--- src/hw/rtl/tspr_pkg.sv ---
package tspr_pkg;

  localparam int PID_W      = 13;
  localparam int PID_REG_W  = 14;
  localparam int SLOT_EN_BIT = 13;
  localparam int PCR_W      = 42;
  localparam int BYTES_W    = 64;
  localparam int RATE_W     = 32;
  localparam int OUT_PCR_W  = 64;
  localparam int CFG_IDX_W  = 3;
  localparam int CFG_DATA_W = 32;
  localparam int MAX_SLOTS  = 4;
  localparam int CMD_FIFO_DEPTH = 2;

  localparam logic [CFG_IDX_W-1:0] CFG_BITRATE = 3'd0;
  localparam int CFG_PID_BASE = 1;

  localparam int TICKS_PER_SEC = 27000000;
  localparam int BITS_PER_BYTE = 8;
  localparam int SCALE_W = 28;
  localparam logic [SCALE_W-1:0] BIT_TICKS = SCALE_W'(TICKS_PER_SEC * BITS_PER_BYTE);

  typedef enum logic [1:0] {
    CMD_PASS,
    CMD_ANCHOR,
    CMD_REWRITE
  } cmd_kind_t;

  typedef struct packed {
    cmd_kind_t          kind;
    logic [PCR_W-1:0]   pcr;
    logic [BYTES_W-1:0] delta;
  } tspr_cmd_t;

endpackage

--- src/hw/rtl/tspr_front.sv ---
module tspr_front #(
  parameter int NUM_PID_SLOTS = 4,
  parameter int PACKET_BYTES  = 188
) (
  input  logic                             clk,
  input  logic                             rst_n,
  input  logic                             cfg_valid,
  output logic                             cfg_ready,
  input  logic [tspr_pkg::CFG_IDX_W-1:0]   cfg_addr,
  input  logic [tspr_pkg::CFG_DATA_W-1:0]  cfg_data,
  input  logic                             push,
  output logic                             full,
  input  logic [tspr_pkg::PID_W-1:0]       in_pid,
  input  logic                             in_has_pcr,
  input  logic [tspr_pkg::PCR_W-1:0]       in_pcr,
  input  logic                             in_discontinuity,
  output tspr_pkg::tspr_cmd_t              cmd,
  output logic                             cmd_push,
  input  logic                             cmd_full,
  output logic [tspr_pkg::RATE_W-1:0]      bitrate
);
  import tspr_pkg::*;

  localparam int SLOT_W = (NUM_PID_SLOTS > 1) ? $clog2(NUM_PID_SLOTS) : 1;

  logic [RATE_W-1:0]    bitrate_r;
  logic [PID_REG_W-1:0] watch_r [NUM_PID_SLOTS];
  logic [NUM_PID_SLOTS-1:0] anchor_valid_r;
  logic [PCR_W-1:0]     anchor_pcr_r [NUM_PID_SLOTS];
  logic [BYTES_W-1:0]   anchor_bytes_r [NUM_PID_SLOTS];
  logic [BYTES_W-1:0]   bytes_r;

  logic              cfg_we;
  logic              accept;
  logic              hit;
  logic [SLOT_W-1:0] hit_idx;
  cmd_kind_t         kind;

  assign cfg_ready = 1'b1;
  assign cfg_we    = cfg_valid & cfg_ready;
  assign full      = cmd_full;
  assign accept    = push & ~cmd_full;
  assign cmd_push  = accept;
  assign bitrate   = bitrate_r;

  always_comb begin
    hit     = 1'b0;
    hit_idx = '0;
    for (int k = NUM_PID_SLOTS - 1; k >= 0; k--) begin
      if (watch_r[k][SLOT_EN_BIT] && (watch_r[k][PID_W-1:0] == in_pid)) begin
        hit     = 1'b1;
        hit_idx = SLOT_W'(k);
      end
    end
  end

  always_comb begin
    kind = CMD_PASS;
    if (in_has_pcr && hit) begin
      if (!anchor_valid_r[hit_idx] || in_discontinuity) begin
        kind = CMD_ANCHOR;
      end else if (bitrate_r != '0) begin
        kind = CMD_REWRITE;
      end
    end
  end

  always_comb begin
    cmd.kind  = kind;
    cmd.pcr   = (kind == CMD_REWRITE) ? anchor_pcr_r[hit_idx] : in_pcr;
    cmd.delta = bytes_r - anchor_bytes_r[hit_idx];
  end

  always_ff @(posedge clk) begin
    if (!rst_n) begin
      bitrate_r      <= '0;
      bytes_r        <= '0;
      anchor_valid_r <= '0;
      for (int k = 0; k < NUM_PID_SLOTS; k++) begin
        watch_r[k] <= '0;
      end
    end else begin
      if (accept) begin
        bytes_r <= bytes_r + BYTES_W'(PACKET_BYTES);
        if (kind == CMD_ANCHOR) begin
          anchor_valid_r[hit_idx] <= 1'b1;
          anchor_pcr_r[hit_idx]   <= in_pcr;
          anchor_bytes_r[hit_idx] <= bytes_r;
        end
      end
      if (cfg_we) begin
        if (cfg_addr == CFG_BITRATE) begin
          bitrate_r <= cfg_data[RATE_W-1:0];
        end
        for (int k = 0; k < NUM_PID_SLOTS; k++) begin
          if (cfg_addr == CFG_IDX_W'(CFG_PID_BASE + k)) begin
            watch_r[k]        <= cfg_data[PID_REG_W-1:0];
            anchor_valid_r[k] <= 1'b0;
          end
        end
      end
    end
  end

endmodule

--- src/hw/rtl/tspr_cmd_fifo.sv ---
module tspr_cmd_fifo #(
  parameter int DEPTH = 2
) (
  input  logic                clk,
  input  logic                rst_n,
  input  logic                wr_en,
  input  tspr_pkg::tspr_cmd_t wr_data,
  output logic                wr_full,
  input  logic                rd_en,
  output tspr_pkg::tspr_cmd_t rd_data,
  output logic                rd_empty
);
  import tspr_pkg::*;

  localparam int PTR_W = (DEPTH > 1) ? $clog2(DEPTH) : 1;
  localparam int CNT_W = $clog2(DEPTH + 1);

  tspr_cmd_t        mem_r [DEPTH];
  logic [PTR_W-1:0] wr_ptr_r;
  logic [PTR_W-1:0] rd_ptr_r;
  logic [CNT_W-1:0] count_r;
  logic             do_wr;
  logic             do_rd;

  assign wr_full  = (count_r == CNT_W'(DEPTH));
  assign rd_empty = (count_r == '0);
  assign do_wr    = wr_en & ~wr_full;
  assign do_rd    = rd_en & ~rd_empty;
  assign rd_data  = mem_r[rd_ptr_r];

  always_ff @(posedge clk) begin
    if (do_wr) begin
      mem_r[wr_ptr_r] <= wr_data;
    end
  end

  always_ff @(posedge clk) begin
    if (!rst_n) begin
      wr_ptr_r <= '0;
      rd_ptr_r <= '0;
      count_r  <= '0;
    end else begin
      if (do_wr) begin
        wr_ptr_r <= (wr_ptr_r == PTR_W'(DEPTH - 1)) ? '0 : wr_ptr_r + 1'b1;
      end
      if (do_rd) begin
        rd_ptr_r <= (rd_ptr_r == PTR_W'(DEPTH - 1)) ? '0 : rd_ptr_r + 1'b1;
      end
      if (do_wr && !do_rd) begin
        count_r <= count_r + 1'b1;
      end else if (do_rd && !do_wr) begin
        count_r <= count_r - 1'b1;
      end
    end
  end

endmodule

--- src/hw/rtl/tspr_back.sv ---
module tspr_back (
  input  logic                              clk,
  input  logic                              rst_n,
  input  tspr_pkg::tspr_cmd_t               cmd,
  input  logic                              cmd_empty,
  output logic                              cmd_pop,
  input  logic [tspr_pkg::RATE_W-1:0]       bitrate,
  output logic                              empty,
  input  logic                              pop,
  output logic [tspr_pkg::OUT_PCR_W-1:0]    out_pcr_out,
  output logic                              out_write_pcr,
  output logic                              out_stamp_event
);
  import tspr_pkg::*;

  localparam int PROD_W = 32 + SCALE_W;
  localparam int CNT_W  = $clog2(BYTES_W);

  typedef enum logic [2:0] {
    S_IDLE,
    S_MUL_LO,
    S_MUL_HI,
    S_DIV,
    S_EMIT
  } state_t;

  state_t               state_r;
  cmd_kind_t            kind_r;
  logic [PCR_W-1:0]     pcr_r;
  logic [BYTES_W-1:0]   delta_r;
  logic [PROD_W-1:0]    prod_r;
  logic [BYTES_W-1:0]   quo_r;
  logic [RATE_W-1:0]    rem_r;
  logic [CNT_W-1:0]     cnt_r;
  logic                 out_valid_r;
  logic [OUT_PCR_W-1:0] out_pcr_r;
  logic                 out_write_r;
  logic                 out_stamp_r;

  logic [PROD_W-1:0]    lo_prod;
  logic [PROD_W-1:0]    hi_prod;
  logic [RATE_W:0]      trial;
  logic [RATE_W:0]      diff;
  logic                 ge;
  logic                 out_free;
  logic [OUT_PCR_W-1:0] emit_pcr;
  logic                 emit_write;
  logic                 emit_stamp;

  assign lo_prod  = delta_r[31:0] * BIT_TICKS;
  assign hi_prod  = delta_r[63:32] * BIT_TICKS;
  assign trial    = {rem_r, quo_r[BYTES_W-1]};
  assign diff     = trial - {1'b0, bitrate};
  assign ge       = (trial >= {1'b0, bitrate});
  assign out_free = ~out_valid_r | pop;
  assign cmd_pop  = (state_r == S_IDLE) & ~cmd_empty;

  assign empty           = ~out_valid_r;
  assign out_pcr_out     = out_pcr_r;
  assign out_write_pcr   = out_write_r;
  assign out_stamp_event = out_stamp_r;

  always_comb begin
    case (kind_r)
      CMD_REWRITE: begin
        emit_pcr   = OUT_PCR_W'(pcr_r) + quo_r;
        emit_write = 1'b1;
        emit_stamp = 1'b1;
      end
      CMD_ANCHOR: begin
        emit_pcr   = OUT_PCR_W'(pcr_r);
        emit_write = 1'b0;
        emit_stamp = 1'b1;
      end
      default: begin
        emit_pcr   = OUT_PCR_W'(pcr_r);
        emit_write = 1'b0;
        emit_stamp = 1'b0;
      end
    endcase
  end

  always_ff @(posedge clk) begin
    if (!rst_n) begin
      state_r     <= S_IDLE;
      out_valid_r <= 1'b0;
    end else begin
      if (out_valid_r && pop && (state_r != S_EMIT)) begin
        out_valid_r <= 1'b0;
      end
      case (state_r)
        S_IDLE: begin
          if (!cmd_empty) begin
            kind_r  <= cmd.kind;
            pcr_r   <= cmd.pcr;
            delta_r <= cmd.delta;
            state_r <= (cmd.kind == CMD_REWRITE) ? S_MUL_LO : S_EMIT;
          end
        end
        S_MUL_LO: begin
          prod_r  <= lo_prod;
          state_r <= S_MUL_HI;
        end
        S_MUL_HI: begin
          quo_r   <= BYTES_W'(prod_r) + {hi_prod[31:0], 32'b0};
          rem_r   <= '0;
          cnt_r   <= CNT_W'(BYTES_W - 1);
          state_r <= S_DIV;
        end
        S_DIV: begin
          rem_r <= ge ? diff[RATE_W-1:0] : trial[RATE_W-1:0];
          quo_r <= {quo_r[BYTES_W-2:0], ge};
          cnt_r <= cnt_r - 1'b1;
          if (cnt_r == '0) begin
            state_r <= S_EMIT;
          end
        end
        S_EMIT: begin
          if (out_free) begin
            out_valid_r <= 1'b1;
            out_pcr_r   <= emit_pcr;
            out_write_r <= emit_write;
            out_stamp_r <= emit_stamp;
            state_r     <= S_IDLE;
          end
        end
        default: begin
          state_r <= S_IDLE;
        end
      endcase
    end
  end

endmodule

--- src/hw/rtl/ts_pcr_restamper_core.sv ---
// PCR restamper for an outgoing transport stream.
// Input queue: push one word per outgoing packet (PID, PCR flag, PCR,
// discontinuity) while full is low. Every packet yields exactly one result.
// Result queue: while empty is low the oldest result is on out_*; pop takes it.
// Configuration: cfg_valid/cfg_ready write port, always ready; index 0 is the
// bitrate, indexes 1..4 the watched PID slots. Write only while the block is idle.
// The front classifies each packet in the cycle it is pushed and updates the
// byte count and slot anchors; a two-entry command queue feeds the back end.
// Path: the command queue registers each command; the back end takes it while idle
// and emits it to the result register. A rewritten PCR first passes two 32x28
// partial products and a 64-step restoring divider in the back end; the back end
// takes the next command only after it has emitted the last one.
// If the receiver stalls, the result is held, the back end waits with the next
// result done, the command queue fills and full rises.
// Reset clears the byte count, anchor valid flags, bitrate and slot registers; both queues
// come out empty.
module ts_pcr_restamper_core #(
  parameter int NUM_PID_SLOTS = 4,
  parameter int PACKET_BYTES  = 188
) (
  input  logic                              clk,
  input  logic                              rst_n,
  input  logic                              cfg_valid,
  output logic                              cfg_ready,
  input  logic [tspr_pkg::CFG_IDX_W-1:0]    cfg_addr,
  input  logic [tspr_pkg::CFG_DATA_W-1:0]   cfg_data,
  input  logic                              push,
  output logic                              full,
  input  logic [tspr_pkg::PID_W-1:0]        in_pid,
  input  logic                              in_has_pcr,
  input  logic [tspr_pkg::PCR_W-1:0]        in_pcr,
  input  logic                              in_discontinuity,
  output logic                              empty,
  input  logic                              pop,
  output logic [tspr_pkg::OUT_PCR_W-1:0]    out_pcr_out,
  output logic                              out_write_pcr,
  output logic                              out_stamp_event
);
  import tspr_pkg::*;

  tspr_cmd_t         fe_cmd;
  tspr_cmd_t         be_cmd;
  logic              fe_push;
  logic              q_full;
  logic              q_empty;
  logic              be_pop;
  logic [RATE_W-1:0] bitrate;

  tspr_front #(
    .NUM_PID_SLOTS (NUM_PID_SLOTS),
    .PACKET_BYTES  (PACKET_BYTES)
  ) u_front (
    .clk              (clk),
    .rst_n            (rst_n),
    .cfg_valid        (cfg_valid),
    .cfg_ready        (cfg_ready),
    .cfg_addr         (cfg_addr),
    .cfg_data         (cfg_data),
    .push             (push),
    .full             (full),
    .in_pid           (in_pid),
    .in_has_pcr       (in_has_pcr),
    .in_pcr           (in_pcr),
    .in_discontinuity (in_discontinuity),
    .cmd              (fe_cmd),
    .cmd_push         (fe_push),
    .cmd_full         (q_full),
    .bitrate          (bitrate)
  );

  tspr_cmd_fifo #(
    .DEPTH (CMD_FIFO_DEPTH)
  ) u_cmd_fifo (
    .clk      (clk),
    .rst_n    (rst_n),
    .wr_en    (fe_push),
    .wr_data  (fe_cmd),
    .wr_full  (q_full),
    .rd_en    (be_pop),
    .rd_data  (be_cmd),
    .rd_empty (q_empty)
  );

  tspr_back u_back (
    .clk             (clk),
    .rst_n           (rst_n),
    .cmd             (be_cmd),
    .cmd_empty       (q_empty),
    .cmd_pop         (be_pop),
    .bitrate         (bitrate),
    .empty           (empty),
    .pop             (pop),
    .out_pcr_out     (out_pcr_out),
    .out_write_pcr   (out_write_pcr),
    .out_stamp_event (out_stamp_event)
  );

endmodule

--- config.mk ---
export PLATFORM = sky130hd
export DESIGN_NAME = ts_pcr_restamper_core
export DESIGN_NICKNAME = d
export VERILOG_FILES = /design/src/hw/rtl/tspr_pkg.sv /design/src/hw/rtl/tspr_front.sv /design/src/hw/rtl/tspr_cmd_fifo.sv /design/src/hw/rtl/tspr_back.sv /design/src/hw/rtl/ts_pcr_restamper_core.sv
export SDC_FILE = /design/constraint.sdc
export NUM_CORES = 2
export LEC_CHECK = 0
export BUFFER_PORTS_ARGS = -buffer_cell sky130_fd_sc_hd__buf_2
export CAP_MARGIN = 20
export CORE_MARGIN = 3
export CORE_UTILIZATION = 59
export CTS_CLUSTER_SIZE = 10
export DETAILED_ROUTE_END_ITERATION = 10
export GPL_ROUTABILITY_DRIVEN = 1
export PLACE_DENSITY = 0.76
export SLEW_MARGIN = 10
export SYNTH_ARGS = -nofsm -noshare
export SYNTH_HDL_FRONTEND = slang
export SYNTH_SLANG_ARGS = --single-unit
--- constraint.sdc ---
create_clock -name clk -period 28.2 [get_ports clk]
set_clock_uncertainty 0.2 [all_clocks]
set_input_delay 2.82 -clock clk [delete_from_list [all_inputs] [get_ports clk]]
set_output_delay 2.82 -clock clk [all_outputs]
set_load 0.005 [all_outputs]
; Yosys cells after proc, flatten, opt, wreduce, memory -nomap -nowiden
; Memories as Yosys holds them, arrays and structs flattened. A register that Yosys moved wholly into a read port is not among the register bits.
; Index checks and enable logic that the tools add are counted.
[totals]
regBits = 435
mem_bits_rw = 696
input_bits = 97
output_inout_bits = 69
wordCells = 172
n_memories = 4
[op_classes]
addsub = 10
mul = 2
magnitude_cmp = 3
eq_ne = 22
mux = 71
bitwise_logic = 13
n_reduce_logical = 28
[mem_list]
columns = name, depth, width, rd, rd_clocked_by_memory_dff, write_ports, line
row1 = u_front.anchor_bytes_r, 4, 64, 1, 0, 1, tspr_front.sv:30  ; logic [BYTES_W-1:0] anchor_bytes_r [NUM_PID_SLOTS];
row2 = u_cmd_fifo.mem_r, 2, 108, 1, 1, 1, tspr_cmd_fifo.sv:18  ; tspr_cmd_t mem_r [DEPTH];
row3 = u_front.anchor_pcr_r, 4, 42, 1, 0, 1, tspr_front.sv:29  ; logic [PCR_W-1:0] anchor_pcr_r [NUM_PID_SLOTS];
row4 = u_front.watch_r, 4, 14, 4, 0, 4, tspr_front.sv:27  ; logic [PID_REG_W-1:0] watch_r [NUM_PID_SLOTS];
[ops]
columns = op, n
row1 = one-hot mux 64 bit (2 select lines), 1
row2 = 2-to-1 mux 42 bit, 2
row3 = adder 42 x 64 -> 64 bit, 1
row4 = adder 60 x 64 -> 64 bit, 1
row5 = "adder 64 x 8 -> 64 bit, second input constant", 1
row6 = one-hot mux 32 bit (2 select lines), 1
row7 = subtractor 64 bit, 1
row8 = 2-to-1 mux 14 bit, 4
row9 = == test 13 bit, 4
row10 = "multiplier 32 x 19 -> 51 bit, second input constant", 1
row11 = 2-to-1 mux 1 bit, 42
row12 = greater-or-equal comparator 33 x 32 -> 1 bit, 1
row13 = "multiplier 32 x 19 -> 23 bit, second input constant", 1
row14 = 2-to-1 mux 32 bit, 1
row15 = nonzero test 32 bit, 1
row16 = subtractor 32 bit, 1
row17 = 2-to-1 mux 2 bit, 9
row18 = one-hot mux 3 bit (5 select lines), 1
row19 = "== test 3 x 2 -> 1 bit, second input constant", 4
row20 = 2-to-1 mux 3 bit, 4
row21 = 2-to-1 mux 4 bit, 3
row22 = one-hot mux 6 bit (2 select lines), 1
row23 = logical AND 1 bit, 10
row24 = AND reduction 3 bit, 3
row25 = 27 further kinds, 50

; Depth between registers and ports, before layout
; An unclocked memory read counts as a cell.
[logic_depth]
ltp_word = 18
depth_mapped = 29
mapped_depth_nobuf = 29

; Modules after synthesis
; From an unflattened synthesis, not the netlist that was laid out.
[unflattened]
hier_cells = 5777
hier_area_um2 = 67778.8
[modules_own_cells]
columns = mod, n_inst, cells_per_inst, area_each_um2, seq_area_each_um2
row1 = tspr_back, 1, 3201, 33936.3, 9629.2
row2 = tspr_front, 1, 2215, 25745.9, 16135.5
row3 = tspr_cmd_fifo, 1, 361, 8096.5, 6586.3

; Least setup slack after synthesis
; OpenSTA, ideal clock, no wires.
[synth_path]
path_type = input -> register
startpoint = input port rst_n
endpoint = register u_back.cnt_r[0], enable pin
setup_ps = 687
arrival_ps = 9958
required_time_ps = 27313
slack_ps = 17354
cell_stages = 3
path_buffers = 1
cell_sequence = inv_2 -> clkbuf_1 -> nor3_1
[synth_between]
elab_chain_cells = 1
[synth_rtl]
columns = item, line
row1 = start: declaration, ts_pcr_restamper_core.sv:22  ; input logic rst_n,
row2 = AND reduction 2 bit (no source line), -
row3 = end signal: assignment, tspr_back.sv:107  ; cnt_r <= CNT_W'(BYTES_W - 1);
row4 = end signal: assignment, tspr_back.sv:113  ; cnt_r <= cnt_r - 1'b1;
row5 = end: declaration, tspr_back.sv:34  ; logic [CNT_W-1:0] cnt_r;
; No other way between the ends.
; A chain may end at the register's enable or synchronous reset.

==> results.yml <==
finish:
  area_growth_pct: 9.03
  post_route_cells_drive_above_1_share_pct: 9.29
  filler_cell_count: 7861
  layout.area.seq_um2: 30300
  layout_common_cells: "edfxtp_1, inv_1, fa_1, ha_1, nand2_1"
  final_common_cell: "edfxtp_1"
  area_taken_by_multi_input_logic_gates_um2: 29600
  fin_cells: 6916
  fin_nets: 6368
global_route:
  leftover_overflow_at_the_end_of_global_routing: 0
  gr_met1_demand_resource_pct: 38.7
  number_of_global_route_vias_before_repair: 41400
  top_usage_layer: "met2"
  number_of_antenna_violations_at_the_first_check_in_global_routing: 7
  grt_max_degree: 86
  use_met3_pct: 4.64
  global_route.usage.total_pct: 26.4
  grt_pass1_wl_mm: 230
  use_met2_pct: 41.3
synthesis:
  ys_ff_latch: 1042
  synth_enable_flop_cells: 944
  yosys_warnings: 0
  post_synth.cell_area_avg_um2: 12.0
  syn_inst: 5297
  syn-cell-area_um2: 63300
  synthArstFlopShare_pct: 0
  synth.lib_cells_used.distinct: 92
  sequential_share_of_the_synthesized_area_pct: 47.9
  postSynthNetCount: 6218
  synth_top_flop_cell: "edfxtp_1"
critical_path:
  ff2ff_setup_slack_ns: 20.73
  worst-endpoint-required_ns: 28.43
  timing.rr.end: "u_back.quo_r[63]"
  setup.worst_path.end_class: "flip-flop"
  worstSetupStartpointType: "input port"
  crit-reg2reg-launch: "u_back.delta_r[38]"
  highest_net_fanout_along_the_worst_path: 68
  timing_worst_setup_path_type: "input port to flip-flop"
  critPathArrivalTime_ns: 9.44
  r2r.worst_path.cells: 23
detailed_routing:
  post-route-drc-count: 0
  wl_per_cell_um: 20.9
  wl_mm: 145
  postRouteAntennaNets: 0
  first_pass_iters: 8
  vias_per_cell: 5.87
  detailroute.via_count: 40600
  drt_iter0_markers: 4049
clocking:
  worst_setup_hold_path_clk_slew_ns: 0.05
  clk-insertion-delay-late_ns: 0.73
  clock_path_buffers: 3
  post-cts-setup-buffers: 0
  ctsRootBufferMaster: "clkbuf_16"
  cts_tree: "built"
  numClockSinks: 1042
  cts_made_buffers: 117
  ctsHoldBuffers: 0
  cts_resized: 0
  ctsHtreeMaxLevel: 3
floorplanning:
  design.die.area_um2: 111000
  core_area_um2: 106000
  initial_core_util_pct: 59.8
  num_rows: 119
  die_height_um: 334
  floorplan.io_pins: 166
  die_width_um: 334
sta:
  fin_crit_sh_pct: 32.7
  fin_crit_ns: 9.21
  holdWs_ns: 0.279
  fmax_mhz: 109
  setup_total_negative_slack_ns: 0
  finalHoldViolations: 0
  worstMarginPinSlew_ns: 1.09
  finalSetupViolCount: 0
  unrepaired_setup_endpoints_after_global_routing: "false"
  timing_max_transition_violations_final: 0
  slew-limit-headroom_pct: 26.7
job:
  max_cap_viol_count: 0
min_path:
  whs_path_depth: 2
  timing.hold.worst.start: "u_front.bitrate[13]"
  min_to: "u_front.bitrate[13]"
  min-delay-path-class: "flip-flop to flip-flop"
run_status:
  outcome: "finished, final reports clean"
placement:
  numPlacedInstances: 6718
  place.port_buffers: 164
  dp.final_hpwl_mm: 107
  place.gp.congestion: 0.940
==> synth_stat cells, types with 9 or more instances <==
cell type / count / area (um^2)
a2111oi_0: 9 / 78.8
a211oi_1: 26 / 195
a21boi_0: 97 / 728
a21o_1: 97 / 728
a21oi_1: 243 / 1220
a222oi_1: 94 / 941
a31oi_1: 20 / 125
and2_1: 83 / 519
and3_1: 38 / 238
and4_1: 14 / 123
buf_1: 10 / 37.5
buf_2: 11 / 55.1
clkbuf_1: 142 / 533
dfxtp_1: 98 / 1960
edfxtp_1: 944 / 28300
fa_1: 418 / 8370
ha_1: 406 / 5080
inv_1: 751 / 2820
mux2_2: 132 / 1490
mux2i_1: 10 / 100
nand2_1: 390 / 1460
nand2b_1: 32 / 200
nand3_1: 63 / 315
nand4_1: 61 / 382
nor2_1: 252 / 946
nor2b_1: 35 / 219
nor3_1: 48 / 240
nor4_1: 27 / 169
o211ai_1: 12 / 90.1
o21a_1: 26 / 195
o21ai_0: 139 / 696
o21ai_1: 48 / 240
o21bai_1: 31 / 233
o31ai_1: 19 / 143
or2_2: 11 / 68.8
or3_1: 22 / 138
xnor2_1: 208 / 1820
xor2_1: 110 / 963
==> worst max-delay path: stages <==
cell and delay, ns:
buf_2 0.15, xnor2_1 0.21, nand4_1 0.14, nor4_1 0.95, nor3b_4 0.31, buf_4 0.39, buf_4 0.74, a222oi_1 0.13
a21boi_0 0.19, ha_1 0.38, o21a_1 0.21, o31a_1 0.15, o311ai_0 0.76, o211a_1 0.33, o21ai_1 0.20, o21ai_1 0.35
o21ai_1 0.19, a2111oi_0 0.52, or3b_1 0.19, nand3_1 0.08
==> final cells by class <==
class / instances / area share [%]
repair buffers: 197 / 1.56
diodes: 1 / 0.00363
multi-input cells: 3336 / 42.9
inverters: 753 / 4.09
well taps: 1391 / 2.52
clock inverters: 16 / 0.355
flip-flops and latches: 1042 / 43.9
clock buffers: 180 / 4.63
==> metrics by stage <==
stage / util, % / setup slack [ns] / cell area (um^2)
after floorplan: - / 17.35 / 63300
after global placement: 61.9 / 18.60 / 65600
after detailed placement: 61.9 / 18.41 / 65600
after CTS: 65.2 / 19.15 / 69000
after global routing: 65.2 / 18.42 / 69000
final: 65.2 / 18.99 / 69000
==> layer usage <==
layer | routed length (um) | vias up | part of all wire (%)
met3 | 11400 | 195 | 7.9
met4 | 3180 | 6 | 2.2
met1 | 64400 | 20100 | 44
met2 | 65800 | 1447 | 45
li1 | - | 18900 | -
met5 | 36 | - | 0.025
==> state kept, by name (all words and copies together), names as in the netlist, named ones only <==
name	count
u_front.watch_r	56
u_back.rem_r	32
u_back.state_r	3
u_front.anchor_bytes_r	212
u_cmd_fifo.wr_ptr_r	1
u_cmd_fifo.rd_ptr_r	1
u_back.out_pcr_out	64
u_back.out_valid_r	1
u_front.bytes_r	53
u_cmd_fifo.mem_r	194
u_back.out_stamp_event	1
u_front.anchor_pcr_r	168
u_back.pcr_r	42
u_back.delta_r	53
u_front.anchor_valid_r	4
u_front.bitrate	32
u_cmd_fifo.count_r	2
u_back.quo_r	64
u_back.prod_r	49
u_back.kind_r	2
u_back.cnt_r	6
u_back.out_write_pcr	1
==> cell families after synthesis <==
| logic type | after synthesis | synth area share (%) |
|---|---|---|
| and+or+nand+nor | 1102 | 8.31 |
| DFF | 1042 | 47.9 |
| AOI/OAI and AO/OA | 948 | 10.1 |
| buffers and inverters | 919 | 5.49 |
| adders and majority gates | 824 | 21.2 |
| xor gates and xnor gates | 319 | 4.43 |
| muxes | 142 | 2.51 |
| other | 1 | 0.00592 |
==> how the worst max path moves through the flow <==
| stage | startpoint | endpoint | slack [ns] |
|---|---|---|---|
| 6_report | in_pid[11] | u_cmd_fifo.mem_r[1][51] | 18.99 |
| 5_1_grt | in_pid[11] | u_cmd_fifo.mem_r[1][35] | 18.42 |
| 4_1_cts | in_pid[11] | u_cmd_fifo.mem_r[1][33] | 19.15 |
| 3_5_place_dp | in_pid[11] | u_cmd_fifo.mem_r[1][33] | 18.41 |
| 3_3_place_gp | in_pid[5] | u_cmd_fifo.mem_r[0][35] | 18.60 |
| 2_1_floorplan | rst_n | u_back.cnt_r[0] | 17.35 |
Power is not shown: default switching activity piles up to over one toggle a cycle in this logic, so the estimate is an artifact.
